<file path="config.mk">
export PLATFORM = sky130hd
export DESIGN_NAME = boct_ctrl
export DESIGN_NICKNAME = d
export VERILOG_FILES = /design/src/boct_pkg.sv /design/src/boct_ctrl.sv
export SDC_FILE = /design/constraint.sdc
export NUM_CORES = 1
export LEC_CHECK = 0
export ABC_CLOCK_PERIOD_IN_PS = 15300
export BUFFER_PORTS_ARGS = -buffer_cell sky130_fd_sc_hd__buf_2
export CORE_UTILIZATION = 56
export CTS_BUF_LIST = sky130_fd_sc_hd__clkbuf_4
export CTS_CLUSTER_SIZE = 16
export DETAILED_ROUTE_END_ITERATION = 8
export PLACE_DENSITY = 0.85
export SLEW_MARGIN = 15
export SYNTH_ARGS = -nofsm -noshare
export SYNTH_HDL_FRONTEND = slang
export SYNTH_SLANG_ARGS = --single-unit
</file>
<file path="constraint.sdc">
create_clock -name clk -period 15.3 [get_ports clk]
set_input_delay 3.06 -clock clk [delete_from_list [all_inputs] [get_ports clk]]
set_output_delay 3.06 -clock clk [all_outputs]
set_load 0.03 [all_outputs]
</file>
<file path="src/boct_pkg.sv">
`default_nettype none

package boct_pkg;

  localparam int ENTRIES_DEF    = 64;
  localparam int COUNT_BITS_DEF = 32;
  localparam int PC_W           = 24;
  localparam int ADDR_W         = 16;
  localparam int CNT_OUT_W      = 32;
  localparam int IDX_OUT_W      = 6;

  typedef enum logic {
    OP_RECORD = 1'b0,
    OP_REPORT = 1'b1
  } op_t;

  typedef enum logic [2:0] {
    ST_HIT    = 3'd0,
    ST_NEW    = 3'd1,
    ST_FULL   = 3'd2,
    ST_REPORT = 3'd3,
    ST_NONE   = 3'd4
  } status_t;

  typedef enum logic [2:0] {
    S_IDLE,
    S_SEARCH,
    S_ALLOC,
    S_REPORT,
    S_EMIT
  } state_t;

  typedef struct packed {
    op_t                opcode;
    logic [PC_W-1:0]    branch_pc;
    logic [ADDR_W-1:0]  target_addr;
    logic [ADDR_W-1:0]  next_addr;
  } in_t;

  typedef struct packed {
    status_t              status;
    logic [IDX_OUT_W-1:0] entry_index;
    logic [PC_W-1:0]      entry_pc;
    logic [CNT_OUT_W-1:0] taken_count;
    logic [CNT_OUT_W-1:0] not_taken_count;
    logic                 diverges_once;
    logic                 last;
  } out_t;

endpackage

`default_nettype wire

</file>
<file path="src/boct_ctrl.sv">
`default_nettype none

module boct_ctrl import boct_pkg::*; #(
  parameter int ENTRIES    = ENTRIES_DEF,
  parameter int COUNT_BITS = COUNT_BITS_DEF,
  localparam int IDX_W  = $clog2(ENTRIES),
  localparam int USED_W = $clog2(ENTRIES + 1),
  localparam int MEM_W  = PC_W + 2 * COUNT_BITS
) (
  input  wire logic              clk,
  input  wire logic              rst_n,
  input  wire logic              in_valid,
  output logic                   in_stall,
  input  wire in_t               in_data,
  output logic                   out_valid,
  input  wire logic              out_stall,
  output out_t                   out_data,
  output logic                   mem_wr_en,
  output logic [IDX_W-1:0]       mem_wr_addr,
  output logic [MEM_W-1:0]       mem_wr_data,
  output logic                   mem_rd_en,
  output logic [IDX_W-1:0]       mem_rd_addr,
  input  wire logic [MEM_W-1:0]  mem_rd_data
);

  localparam int CEXT_W = (COUNT_BITS > CNT_OUT_W) ? COUNT_BITS : CNT_OUT_W;
  localparam int IEXT_W = (IDX_W > IDX_OUT_W) ? IDX_W : IDX_OUT_W;
  localparam logic [COUNT_BITS-1:0] CNT_MAX = '1;

  state_t            state_r, state_nxt;
  in_t               req_r;
  logic [IDX_W-1:0]  idx_r, idx_nxt;
  logic [USED_W-1:0] used_r, used_nxt;
  out_t              res_r, res_nxt;
  logic              have_r, have_nxt;
  logic              out_valid_r, out_valid_nxt;
  out_t              out_r, out_nxt;

  logic                  accept;
  logic                  out_free;
  logic [PC_W-1:0]       rd_pc;
  logic [COUNT_BITS-1:0] rd_tk;
  logic [COUNT_BITS-1:0] rd_nt;
  logic                  taken;
  logic                  hit;
  logic                  last_idx;
  logic                  full;
  logic                  used_zero;
  logic                  rd_once;
  logic                  blocked;
  logic [COUNT_BITS-1:0] base_tk;
  logic [COUNT_BITS-1:0] base_nt;
  logic [COUNT_BITS-1:0] new_tk;
  logic [COUNT_BITS-1:0] new_nt;
  logic [IDX_W-1:0]      upd_slot;
  out_t                  cur_res;
  out_t                  none_res;

  function automatic logic once_only(logic [COUNT_BITS-1:0] t, logic [COUNT_BITS-1:0] n);
    return (t == COUNT_BITS'(1)) != (n == COUNT_BITS'(1));
  endfunction

  function automatic out_t make_res(status_t st, logic [IDX_W-1:0] slot,
                                    logic [PC_W-1:0] pc, logic [COUNT_BITS-1:0] t,
                                    logic [COUNT_BITS-1:0] n, logic div, logic lst);
    out_t             r;
    logic [IEXT_W-1:0] slot_ext;
    logic [CEXT_W-1:0] t_ext;
    logic [CEXT_W-1:0] n_ext;
    slot_ext          = IEXT_W'(slot);
    t_ext             = CEXT_W'(t);
    n_ext             = CEXT_W'(n);
    r.status          = st;
    r.entry_index     = slot_ext[IDX_OUT_W-1:0];
    r.entry_pc        = pc;
    r.taken_count     = t_ext[CNT_OUT_W-1:0];
    r.not_taken_count = n_ext[CNT_OUT_W-1:0];
    r.diverges_once   = div;
    r.last            = lst;
    return r;
  endfunction

  assign accept   = in_valid && !in_stall;
  assign in_stall = (state_r != S_IDLE);
  assign out_free = !out_valid_r || !out_stall;

  assign rd_pc = mem_rd_data[MEM_W-1 -: PC_W];
  assign rd_tk = mem_rd_data[2*COUNT_BITS-1 -: COUNT_BITS];
  assign rd_nt = mem_rd_data[COUNT_BITS-1:0];

  assign taken     = (req_r.target_addr == req_r.next_addr);
  assign hit       = (rd_pc == req_r.branch_pc);
  assign last_idx  = (USED_W'(idx_r) + USED_W'(1)) == used_r;
  assign full      = (used_r == USED_W'(ENTRIES));
  assign used_zero = (used_r == '0);
  assign rd_once   = once_only(rd_tk, rd_nt);
  assign blocked   = rd_once && have_r && !out_free;

  assign base_tk  = (state_r == S_SEARCH) ? rd_tk : '0;
  assign base_nt  = (state_r == S_SEARCH) ? rd_nt : '0;
  assign upd_slot = (state_r == S_SEARCH) ? idx_r : used_r[IDX_W-1:0];
  assign new_tk   = (taken && base_tk != CNT_MAX) ? base_tk + COUNT_BITS'(1) : base_tk;
  assign new_nt   = (!taken && base_nt != CNT_MAX) ? base_nt + COUNT_BITS'(1) : base_nt;

  assign cur_res  = make_res(ST_REPORT, idx_r, rd_pc, rd_tk, rd_nt, 1'b1, 1'b0);
  assign none_res = make_res(ST_NONE, '0, '0, '0, '0, 1'b0, 1'b1);

  always_comb begin
    state_nxt = state_r;
    unique case (state_r)
      S_IDLE: begin
        if (accept) begin
          if (in_data.opcode == OP_REPORT) begin
            state_nxt = used_zero ? S_EMIT : S_REPORT;
          end else begin
            state_nxt = used_zero ? S_ALLOC : S_SEARCH;
          end
        end
      end
      S_SEARCH: begin
        if (hit) begin
          state_nxt = S_EMIT;
        end else if (last_idx) begin
          state_nxt = S_ALLOC;
        end
      end
      S_ALLOC: begin
        state_nxt = S_EMIT;
      end
      S_REPORT: begin
        if (!blocked && last_idx) begin
          state_nxt = S_EMIT;
        end
      end
      S_EMIT: begin
        if (out_free) begin
          state_nxt = S_IDLE;
        end
      end
      default: begin
        state_nxt = S_IDLE;
      end
    endcase
  end

  always_comb begin
    idx_nxt       = idx_r;
    used_nxt      = used_r;
    res_nxt       = res_r;
    have_nxt      = have_r;
    out_valid_nxt = out_valid_r && out_stall;
    out_nxt       = out_r;
    mem_wr_en     = 1'b0;
    mem_wr_addr   = upd_slot;
    mem_wr_data   = {(state_r == S_SEARCH) ? rd_pc : req_r.branch_pc, new_tk, new_nt};
    mem_rd_en     = 1'b0;
    mem_rd_addr   = idx_r + IDX_W'(1);
    unique case (state_r)
      S_IDLE: begin
        idx_nxt     = '0;
        have_nxt    = 1'b0;
        mem_rd_addr = '0;
        res_nxt     = none_res;
        if (accept && !used_zero) begin
          mem_rd_en = 1'b1;
        end
      end
      S_SEARCH: begin
        if (hit) begin
          mem_wr_en = 1'b1;
          res_nxt   = make_res(ST_HIT, idx_r, rd_pc, new_tk, new_nt,
                               once_only(new_tk, new_nt), 1'b1);
        end else if (!last_idx) begin
          idx_nxt   = idx_r + IDX_W'(1);
          mem_rd_en = 1'b1;
        end
      end
      S_ALLOC: begin
        if (full) begin
          res_nxt = make_res(ST_FULL, '0, req_r.branch_pc, '0, '0, 1'b0, 1'b1);
        end else begin
          mem_wr_en = 1'b1;
          used_nxt  = used_r + USED_W'(1);
          res_nxt   = make_res(ST_NEW, upd_slot, req_r.branch_pc, new_tk, new_nt,
                               once_only(new_tk, new_nt), 1'b1);
        end
      end
      S_REPORT: begin
        if (!blocked) begin
          if (rd_once && have_r) begin
            out_nxt       = res_r;
            out_valid_nxt = 1'b1;
          end
          if (rd_once) begin
            res_nxt  = cur_res;
            have_nxt = 1'b1;
          end
          if (last_idx) begin
            if (rd_once || have_r) begin
              res_nxt.last = 1'b1;
            end else begin
              res_nxt = none_res;
            end
          end else begin
            idx_nxt   = idx_r + IDX_W'(1);
            mem_rd_en = 1'b1;
          end
        end
      end
      S_EMIT: begin
        if (out_free) begin
          out_nxt       = res_r;
          out_valid_nxt = 1'b1;
        end
      end
      default: begin
      end
    endcase
  end

  always_ff @(posedge clk) begin
    if (!rst_n) begin
      state_r     <= S_IDLE;
      idx_r       <= '0;
      used_r      <= '0;
      have_r      <= 1'b0;
      out_valid_r <= 1'b0;
    end else begin
      state_r     <= state_nxt;
      idx_r       <= idx_nxt;
      used_r      <= used_nxt;
      have_r      <= have_nxt;
      out_valid_r <= out_valid_nxt;
    end
  end

  always_ff @(posedge clk) begin
    if (accept) begin
      req_r <= in_data;
    end
    res_r <= res_nxt;
    out_r <= out_nxt;
  end

  assign out_valid = out_valid_r;
  assign out_data  = out_r;

`ifndef SYNTH
  a_used_bound: assert property (@(posedge clk) disable iff (!rst_n)
    used_r <= USED_W'(ENTRIES))
    else $error("allocated entry count exceeds table size");

  a_idx_in_range: assert property (@(posedge clk) disable iff (!rst_n)
    (state_r == S_SEARCH || state_r == S_REPORT) |-> USED_W'(idx_r) < used_r)
    else $error("scan index beyond allocated entries");

  a_write_states: assert property (@(posedge clk) disable iff (!rst_n)
    mem_wr_en |-> (state_r == S_SEARCH || state_r == S_ALLOC))
    else $error("table written outside a record transaction");

  a_nonlast_report: assert property (@(posedge clk) disable iff (!rst_n)
    (out_valid_r && !out_r.last) |-> (state_r == S_REPORT || state_r == S_EMIT))
    else $error("non-final result outside a report transaction");
`endif

endmodule

`default_nettype wire
</file>
# After elaboration in Yosys (flattened, before gate mapping)
# Index checks and enable logic that the tools add are counted.
dict set report totals {
  rom_bits 0
  memories 0
  latch_bits 0
  ramBits 0
  out_inout_bits 203
  ff_bits 272
  wordCells 131
  input_bits 149
}
dict set report classes {
  bitwise 1
  addsub 5
  n_mul 0
  n_lt_le_gt_ge 0
  n_reduce_logical 31
  eq_ne 26
  n_div 0
  shifts 0
  muxes 46
}
# cell n
set op_table {}
lappend op_table {{$mux 99} 7}
lappend op_table {{$pmux 99 s4} 1}
lappend op_table {{$pmux 99 s2} 1}
lappend op_table {{$mux 98} 2}
lappend op_table {{$eq 32x1->1 const B} 4}
lappend op_table {{$mux 32} 4}
lappend op_table {{$add 32x1->32 const B} 2}
lappend op_table {{$ne 32x32->1 const B} 2}
lappend op_table {{$mux 6} 5}
lappend op_table {{$eq 24x24->1} 1}
lappend op_table {{$mux 24} 1}
lappend op_table {{$mux 3} 7}
lappend op_table {{$pmux 6 s3} 1}
lappend op_table {{$eq 16x16->1} 1}
lappend op_table {{$ne 2x2->1 const B} 8}
lappend op_table {{$pmux 3 s5} 1}
lappend op_table {{$reduce_and 4->1} 3}
lappend op_table {{$mux 1} 11}
lappend op_table {{$reduce_and 3->1} 3}
lappend op_table {{$logic_and 1x1->1} 8}
lappend op_table {{$add 6x1->7 const B} 1}
lappend op_table {{$add 7x1->7 const B} 1}
lappend op_table {{$eq 7x7->1} 1}
lappend op_table {{$eq 7x7->1 const B} 1}
lappend op_table {{other kinds (18)} 32}

# Logic depth before layout (Yosys ltp)
# Gate-level depths: netlist (run 1).
dict set report logic_depth {
  depth_word 9
  ltp_mapped 20
  ltp_nobuf 14
}

# Worst setup path before layout (run 1)
# OpenSTA, ideal clock, no wires.
dict set report synth_path {
  path_type {in2reg}
  from {input port mem_rd_data[41]}
  to {register res_r[0] in the netlist's numbering (enable)}
  path_buffers 2
  path_slack_ns 3.500
  t_arrival_ns 11.487
  stages 10
  t_required_ns 14.987
  cell_sequence {clkbuf_1 -> nor4b_1 -> nand4_1 -> nor2_1 -> xor2_1 -> clkbuf_1 -> nand2_1 -> nor3_1 -> nor3_1 -> o21a_1}
}
dict set report synth_via {
  elab_chain_cells 6
}
# element line_no
set synth_rtl {}
lappend synth_rtl {{start, declared} boct_ctrl.sv:23} ;# input wire logic [MEM_W-1:0] mem_rd_data
lappend synth_rtl {{$eq 32x1->1 (*)} boct_ctrl.sv:60} ;# return (t == COUNT_BITS'(1)) != (n == COUNT_BITS'(1));
lappend synth_rtl {{$ne 1x1->1 (*)} boct_ctrl.sv:60}
lappend synth_rtl {{$logic_and 1x1->1 (2 in series)} boct_ctrl.sv:97} ;# assign blocked = rd_once && have_r && !out_free;
lappend synth_rtl {{$ne 2x2->1 (no source line)} n/a}
lappend synth_rtl {{$reduce_and 4->1 (no source line) (*)} n/a}
lappend synth_rtl {{end signal, assigned} boct_ctrl.sv:241} ;# res_r <= res_nxt;
lappend synth_rtl {{end, declared} boct_ctrl.sv:34} ;# out_t res_r, res_nxt;
# Every way passes the cells marked *; elsewhere a longest branch is shown, timed or not.
# A chain may end at the register's enable or synchronous reset.

# Worst setup path in the final report (run 1)
dict set report layout_path {
  from {input port mem_rd_data[4]}
  to {output port mem_wr_data[15]}
}
dict set report layout_via {
  elab_chain_cells 4
}
# element line_no
set layout_rtl {}
lappend layout_rtl {{$mux 32 (*)} boct_ctrl.sv:100} ;# assign base_nt = (state_r == S_SEARCH) ? rd_nt : '0;
lappend layout_rtl {{branches (longest 2 deep; another with $add 32x1->32)} n/a}
lappend layout_rtl {{$mux 32 (*)} boct_ctrl.sv:103} ;# assign new_nt = (!taken && base_nt != CNT_MAX) ? base_nt + COUNT_BITS'(1) : base_nt;
lappend layout_rtl {{end, declared} boct_ctrl.sv:20} ;# output logic [MEM_W-1:0] mem_wr_data,
# Mark *: on every way between the ends.

==> reports/qor.yml, run 1 <==
outcome:
  status: "complete, no violations"
hold_path:
  hold_path_depth: 0
  worstHoldPathType: "register to register"
  timing.hold.worst_endpoint: "out_data[0]$_DFFE_PP_"
  min_from: "res_r[0]$_DFFE_PP_"
synthesis:
  synthCells: 1451
  synth_area_per_cell_um2: 10.2
  synth.largest_area_cell: "sky130_fd_sc_hd__edfxtp_1"
  synth-edff-count: 254
  yosys.area.top_type_share_pct: 51.6
  synthMostInstantiatedCell: "sky130_fd_sc_hd__edfxtp_1"
  syn-num-nets: 1606
  postSynthRegisterBits: 272
  synth.cell_area_um2: 14800
  synth.top_cells.by_area: "sky130_fd_sc_hd__edfxtp_1 (52%), sky130_fd_sc_hd__nand2_1 (4.6%), sky130_fd_sc_hd__xnor2_1 (3.4%), sky130_fd_sc_hd__a21oi_1 (3.4%), sky130_fd_sc_hd__and3_1 (3.1%)"
  dominantRegCellSynth: "sky130_fd_sc_hd__edfxtp_1"
  seq_total_area_yosys_pct: 54.1
  netlist-cell-type-count: 68
  synthesis.yosys.warnings: 0
  synthTopCellsByCount: "sky130_fd_sc_hd__edfxtp_1 (254), sky130_fd_sc_hd__nand2_1 (183), sky130_fd_sc_hd__a21oi_1 (100)"
  async_reset_ff_share_pct: 0
clocking:
  cts.repair.resized: 0
  clock_insertion_delay_worst_skew_ps: 730
  clock_tree.buffer_depth: 3
  cts_root_buf: "sky130_fd_sc_hd__clkbuf_4"
  cts_tree: "yes"
  cts.sinks: 272
  ctsHoldBuffers: 0
  cts_setup_buffers: 0
  clock_tree.htree_level_count: 3
  cts.clk_slew.worst_paths_ps: 70
  tritoncts.num_buffers: 71
setup_path:
  critPathCaptureType: "primary output"
  worst-endpoint-required_ps: 12240
  timing.critical_path.fanout_max: 15
  reg2reg_slack_ps: 9110
  timing.rr.end: "res_r[1]$_DFFE_PP_"
  worst_r2r_path_depth: 12
  cp-start-kind: "input pin"
  r2r_start: "state_r[0]$_SDFFE_PN0P_"
  critPathKind: "input pin to primary output"
  critical_path_at_ps: 6280
timing:
  timing_hold_violations_final: 0
  fin_skew_ps: 57.8
  timing.final.ws_setup_ps: 5960
  worst_slew_margin_rel_pct: 21.6
  slew_viol_final: 0
  tightestPinTransition_ps: 1180
  fin_hold_ws_ps: 436
  layout_min_cycle_time_ps: 9340
  maxClockFrequency_mhz: 107
  fin_crit_sh_pct: 61.0
  tns_ps: 0
  setup-violations-final: 0
  rsz0062_at_grt: "false"
grt:
  gr-total-overflow: 0
  grtUsageTotal_pct: 34.9
  grt_start_max_net_pins: 99
  via_count_of_the_first_global_routing_pass: 12777
  antenna_violations_before_repair: 4
  global_route_wire_length_before_repair_mm: 71.8
cells_and_area:
  area_delta_synth_final_pct: 19.3
  fillers: 2030
  layout-drive-gt1-share_pct: 27.5
  nNetsFinal: 1933
detailed_routing:
  routed-via-count: 13699
  wl_per_cell_um: 22.4
  post-route-drc-count: 0
  wl_mm: 48.4
  via_density_per_instance: 6.33
  ant_nets: 0
  detail_route.first_pass.iterations: 5
  starting_drc_count_in_detailed_routing: 1967
pwr:
  cellPowerDensity_nw_per_um2: 152
  p_leak_nw: 7.31
  post_route_total_power_mw: 2.69
  power.ir.vdd_worst_mv: 0.0962
floorplanning:
  core_area_um2: 26000
  chipHeight_um: 164
  std_cell_rows: 59
  num_io_pins: 352
  start_util_pct: 56.9
  width_of_the_die_um: 164
  fp.dieArea_um2: 27000
run:
  cap_violations: 0
placed_design:
  dp_hpwl_mm: 32.5
  port-buffer-count: 351
  gp_congestion: 0.932
  pre_cts_ws_ps: 6130
==> layout by cell type, fill, tap and decap left out, drive strengths merged, types with 16 or more instances in the layout <==
cell,instances
a31oi,16
and3,74
buf,368
inv,40
o22ai,38
a221o,22
nor3,30
nor4,51
xor2,49
xnor2,58
a21oi,100
nand2,183
dfxtp,18
o21bai,22
nor2,93
nand4,44
o21ai,23
clkbuf,101
edfxtp,254
nand3,58
mux2i,23
==> worst max path at each step <==
stage / cells past startpoint / slack, ps / to / from
2_1_floorplan: 10 / 3500 / res_r[0]$_DFFE_PP_ / mem_rd_data[41]
3_3_place_gp: 10 / 6200 / mem_wr_data[15] / mem_rd_data[4]
3_5_place_dp: 10 / 6130 / mem_wr_data[15] / mem_rd_data[4]
4_1_cts: 10 / 6110 / mem_wr_data[15] / mem_rd_data[4]
5_1_grt: 13 / 5810 / mem_wr_data[15] / mem_rd_data[0]
6_report: 10 / 5960 / mem_wr_data[15] / mem_rd_data[4]
==> metrics by stage <==
stage,util [%],instances,cell area [µm²]
floorplan,-,1451,14800
global placement,64.3,2040,16700
detailed placement,64.3,2040,16700
CTS,67.8,2159,17600
global route,67.8,2161,17600
finish,67.8,2163,17600
==> worst max-delay path, stage by stage <==
cell,delay (ps)
sky130_fd_sc_hd__buf_2,260
sky130_fd_sc_hd__nand4_1,270
sky130_fd_sc_hd__or4_4,560
sky130_fd_sc_hd__nor4_4,750
sky130_fd_sc_hd__nor2_1,330
sky130_fd_sc_hd__nand2_1,200
sky130_fd_sc_hd__nor2_1,70
sky130_fd_sc_hd__xnor2_1,450
sky130_fd_sc_hd__nor2_1,100
sky130_fd_sc_hd__buf_2,220
==> registers in the layout, indices dropped and copies added (netlist names) <==
register	flops
out_data	99
res_r	99
req_r	56
used_r	7
idx_r	6
state_r	3
have_r	1
out_valid	1
==> cells by family after synthesis <==
| family | share of synthesized area, % |
|---|---|
| AO/OA/AOI/OAI | 11.8 |
| XOR/XNOR | 6.34 |
| adder cells (fa/ha/maj) | 0.508 |
| buffers and inverters | 3.95 |
| flip-flops | 54.1 |
| multiplexers | 1.79 |
| AND/OR/NAND/NOR | 21.6 |
==> area by class of cell <==
class	count	area, µm²	share of cell area, %
multi-input cells	1027	6260	35.5
clock buffers	101	758	4.30
well taps	335	419	2.38
repair buffers	368	1880	10.7
flip-flops and latches	272	7990	45.3
diodes	4	10.0	0.0568
clock inverters	18	164	0.930
inverters	38	143	0.809
==> power breakdown <==
group	internal (mW)	switching [mW]
Combinational	0.225	0.561
Clock	0.355	0.314
Sequential	1.12	0.113
Total	1.70	0.988
==> routing by layer <==
layer | GRT usage [%] | routed length [µm] | vias up | part of all wire (%)
met5 | 0 | 9 | - | 0.019
met4 | 14.8 | 1820 | 2 | 3.8
met3 | 8.26 | 5530 | 148 | 11
met2 | 54.3 | 22400 | 1007 | 46
met1 | 46.9 | 18600 | 6428 | 38
li1 | - | - | 6114 | -
(Power assumes the default switching activity.)
==> run 2: changes to the inputs <==
ABC_CLOCK_PERIOD_IN_PS = 9100   (was 15300)
clock period = 9.1 ns   (was 15.3 ns; I/O delays follow)
==> reports/qor.yml, run 2 (synthesis results as in run 1) <==
outcome:
  status: "complete, no violations"
clocking:
  cts_setup_buffers: 0  # unchanged
  cts_root_buf: "sky130_fd_sc_hd__clkbuf_4"
  cts.clk_slew.worst_paths_ps: 60  # about the same
  cts.repair.resized: 0  # unchanged
  clock_tree.buffer_depth: 3  # unchanged
  clock_insertion_delay_worst_skew_ps: 710  # -20 ps
  clock_tree.htree_level_count: 3  # unchanged
  tritoncts.num_buffers: 73  # +2.8%
  ctsHoldBuffers: 0  # unchanged
  cts_tree: "yes"
  cts.sinks: 272  # unchanged
floorplanning:
  std_cell_rows: 59  # unchanged
  start_util_pct: 56.9  # unchanged
  fp.dieArea_um2: 27000  # unchanged
  num_io_pins: 352  # unchanged
  width_of_the_die_um: 164  # unchanged
  chipHeight_um: 164  # unchanged
  core_area_um2: 26000  # unchanged
detailed_routing:
  via_density_per_instance: 6.33  # about the same
  routed-via-count: 13717  # +0.13%
  wl_mm: 48.4  # about the same
  post-route-drc-count: 0  # unchanged
  wl_per_cell_um: 22.3  # -0.15%
  starting_drc_count_in_detailed_routing: 1863  # -5.3%
  detail_route.first_pass.iterations: 6  # +1
  ant_nets: 0  # unchanged
setup_path:
  critical_path_at_ps: 5070  # -1210 ps
  cp_num_buf_inv: 3  # +1
  timing.critical_path.max_delay_family: "simple AND/OR/NAND/NOR gates"
  cp-start-kind: "register"
  critPathCaptureType: "primary output"
  worstSetupPathDepth: 14  # +4
  critPathKind: "register to primary output"
  timing.critical_path.fanout_max: 50  # +35
  critical_path_cell_by_cell: "nor3b_2, buf_4, nand2_1, inv_1, ha_1, and2_1, nand3_1, nor4_4, nor2_1, nand2_1, nor2_1, xnor2_1, nor2_1, buf_2"
  cpMaxStageDelayCell: "sky130_fd_sc_hd__nor4_4"
  worst-endpoint-required_ps: 7280  # -4960 ps
  worst_r2r_path_depth: 15  # +3
  slowest_delay_ps: 710  # -40 ps
  crit_top_cell: "sky130_fd_sc_hd__nor2_1"
hold_path:
  worstHoldPathType: "register to register"
  hold_path_depth: 0  # unchanged
timing:
  maxClockFrequency_mhz: 145
  fin_crit_sh_pct: 75.7
  worst_slew_margin_rel_pct: 18.9  # -2.6 points
  tns_ps: 0  # unchanged
  timing_hold_violations_final: 0  # unchanged
  fin_skew_ps: 54.0  # -3.76 ps
  slew_viol_final: 0  # unchanged
  setup-violations-final: 0  # unchanged
  rsz0062_at_grt: "false"
  tightestPinTransition_ps: 1220  # +39.7 ps
  layout_min_cycle_time_ps: 6890
pwr:
  cellPowerDensity_nw_per_um2: 257  # +69%
  post_route_total_power_mw: 4.55  # +69%
  p_leak_nw: 7.33  # +0.30%
  power.ir.vdd_worst_mv: 0.168  # +74%
run:
  cap_violations: 0  # unchanged
placed_design:
  gp_congestion: 0.946  # +1.5%
  port-buffer-count: 351  # unchanged
  dp_hpwl_mm: 32.9  # +1.0%
grt:
  grt_start_max_net_pins: 98  # -1.0%
  grtUsageTotal_pct: 35.0  # +0.055 points
  via_count_of_the_first_global_routing_pass: 12746  # -0.24%
  antenna_violations_before_repair: 5  # +1
  gr-total-overflow: 0  # unchanged
  global_route_wire_length_before_repair_mm: 72.1  # +0.43%
cells_and_area:
  layout_commonest_cell: "sky130_fd_sc_hd__buf_2"
  nNetsFinal: 1936  # +0.16%
  area_delta_synth_final_pct: 19.6
  layout-drive-gt1-share_pct: 27.3  # -0.18 points
  final_cell_mix: "sky130_fd_sc_hd__buf_2 (351), sky130_fd_sc_hd__edfxtp_1 (254), sky130_fd_sc_hd__nand2_1 (183)"
-- run 2: cell count changes in the layout (fill, tap and decap cells not counted) --
cell                         previous run  this run
sky130_fd_sc_hd__clkinv_1               9        16
sky130_fd_sc_hd__buf_4                 17        18
sky130_fd_sc_hd__clkinvlp_4             1         0
sky130_fd_sc_hd__nor3_2                 1         0
sky130_fd_sc_hd__nor3_4                 0         1
sky130_fd_sc_hd__clkinv_2               3         0
sky130_fd_sc_hd__bufinv_16              3         4
-- run 2: stage by stage --
step                cell area [µm²]  setup slack, ps  hold slack [ps]  std cells  utilization, %
floorplan                     14800              658              400       1451               -
global placement              16700             2490              406       2041            64.3
detailed placement            16700             2510              407       2041            64.3
CTS                           17700             2320              423       2164            68.0
global route                  17700             1860              433       2168            68.0
finish                        17700             2210              416       2168            68.0
-- run 2: layout make-up --
class                           count  area [µm²]
Antenna cell                        4        10.0
Clock buffer                      101         758
Clock inverter                     22         198
Fill cell                        2031        8310
Inverter                           38         143
Multi-Input combinational cell   1027        6270
Sequential cell                   272        7990
Tap cell                          335         419
Timing Repair Buffer              369        1890
-- run 2: path summary, 6_finish.rpt --
check,from,end,slack (ps)
max,state_r[0]$_SDFFE_PN0P_,mem_wr_data[15],2210
min,res_r[75]$_DFFE_PP_,out_data[75]$_DFFE_PP_,420
max reg2reg,state_r[0]$_SDFFE_PN0P_,res_r[1]$_DFFE_PP_,3440
min reg2reg,res_r[75]$_DFFE_PP_,out_data[75]$_DFFE_PP_,420
-- run 2: report_power, final --
| group | internal (mW) | total [mW] | switching (mW) |
|---|---|---|---|
| combinational | 0.379 | 1.33 | 0.947 |
| sequential | 1.88 | 2.07 | 0.191 |
| clock | 0.626 | 1.15 | 0.526 |
| total | 2.89 | 4.55 | 1.66 |
-- run 2: layer usage --
layer  track usage, %  part of all wire, %
met5                0                0.027
met4             14.5                  3.8
met3             7.66                   11
met2             54.7                   47
met1             47.3                   38
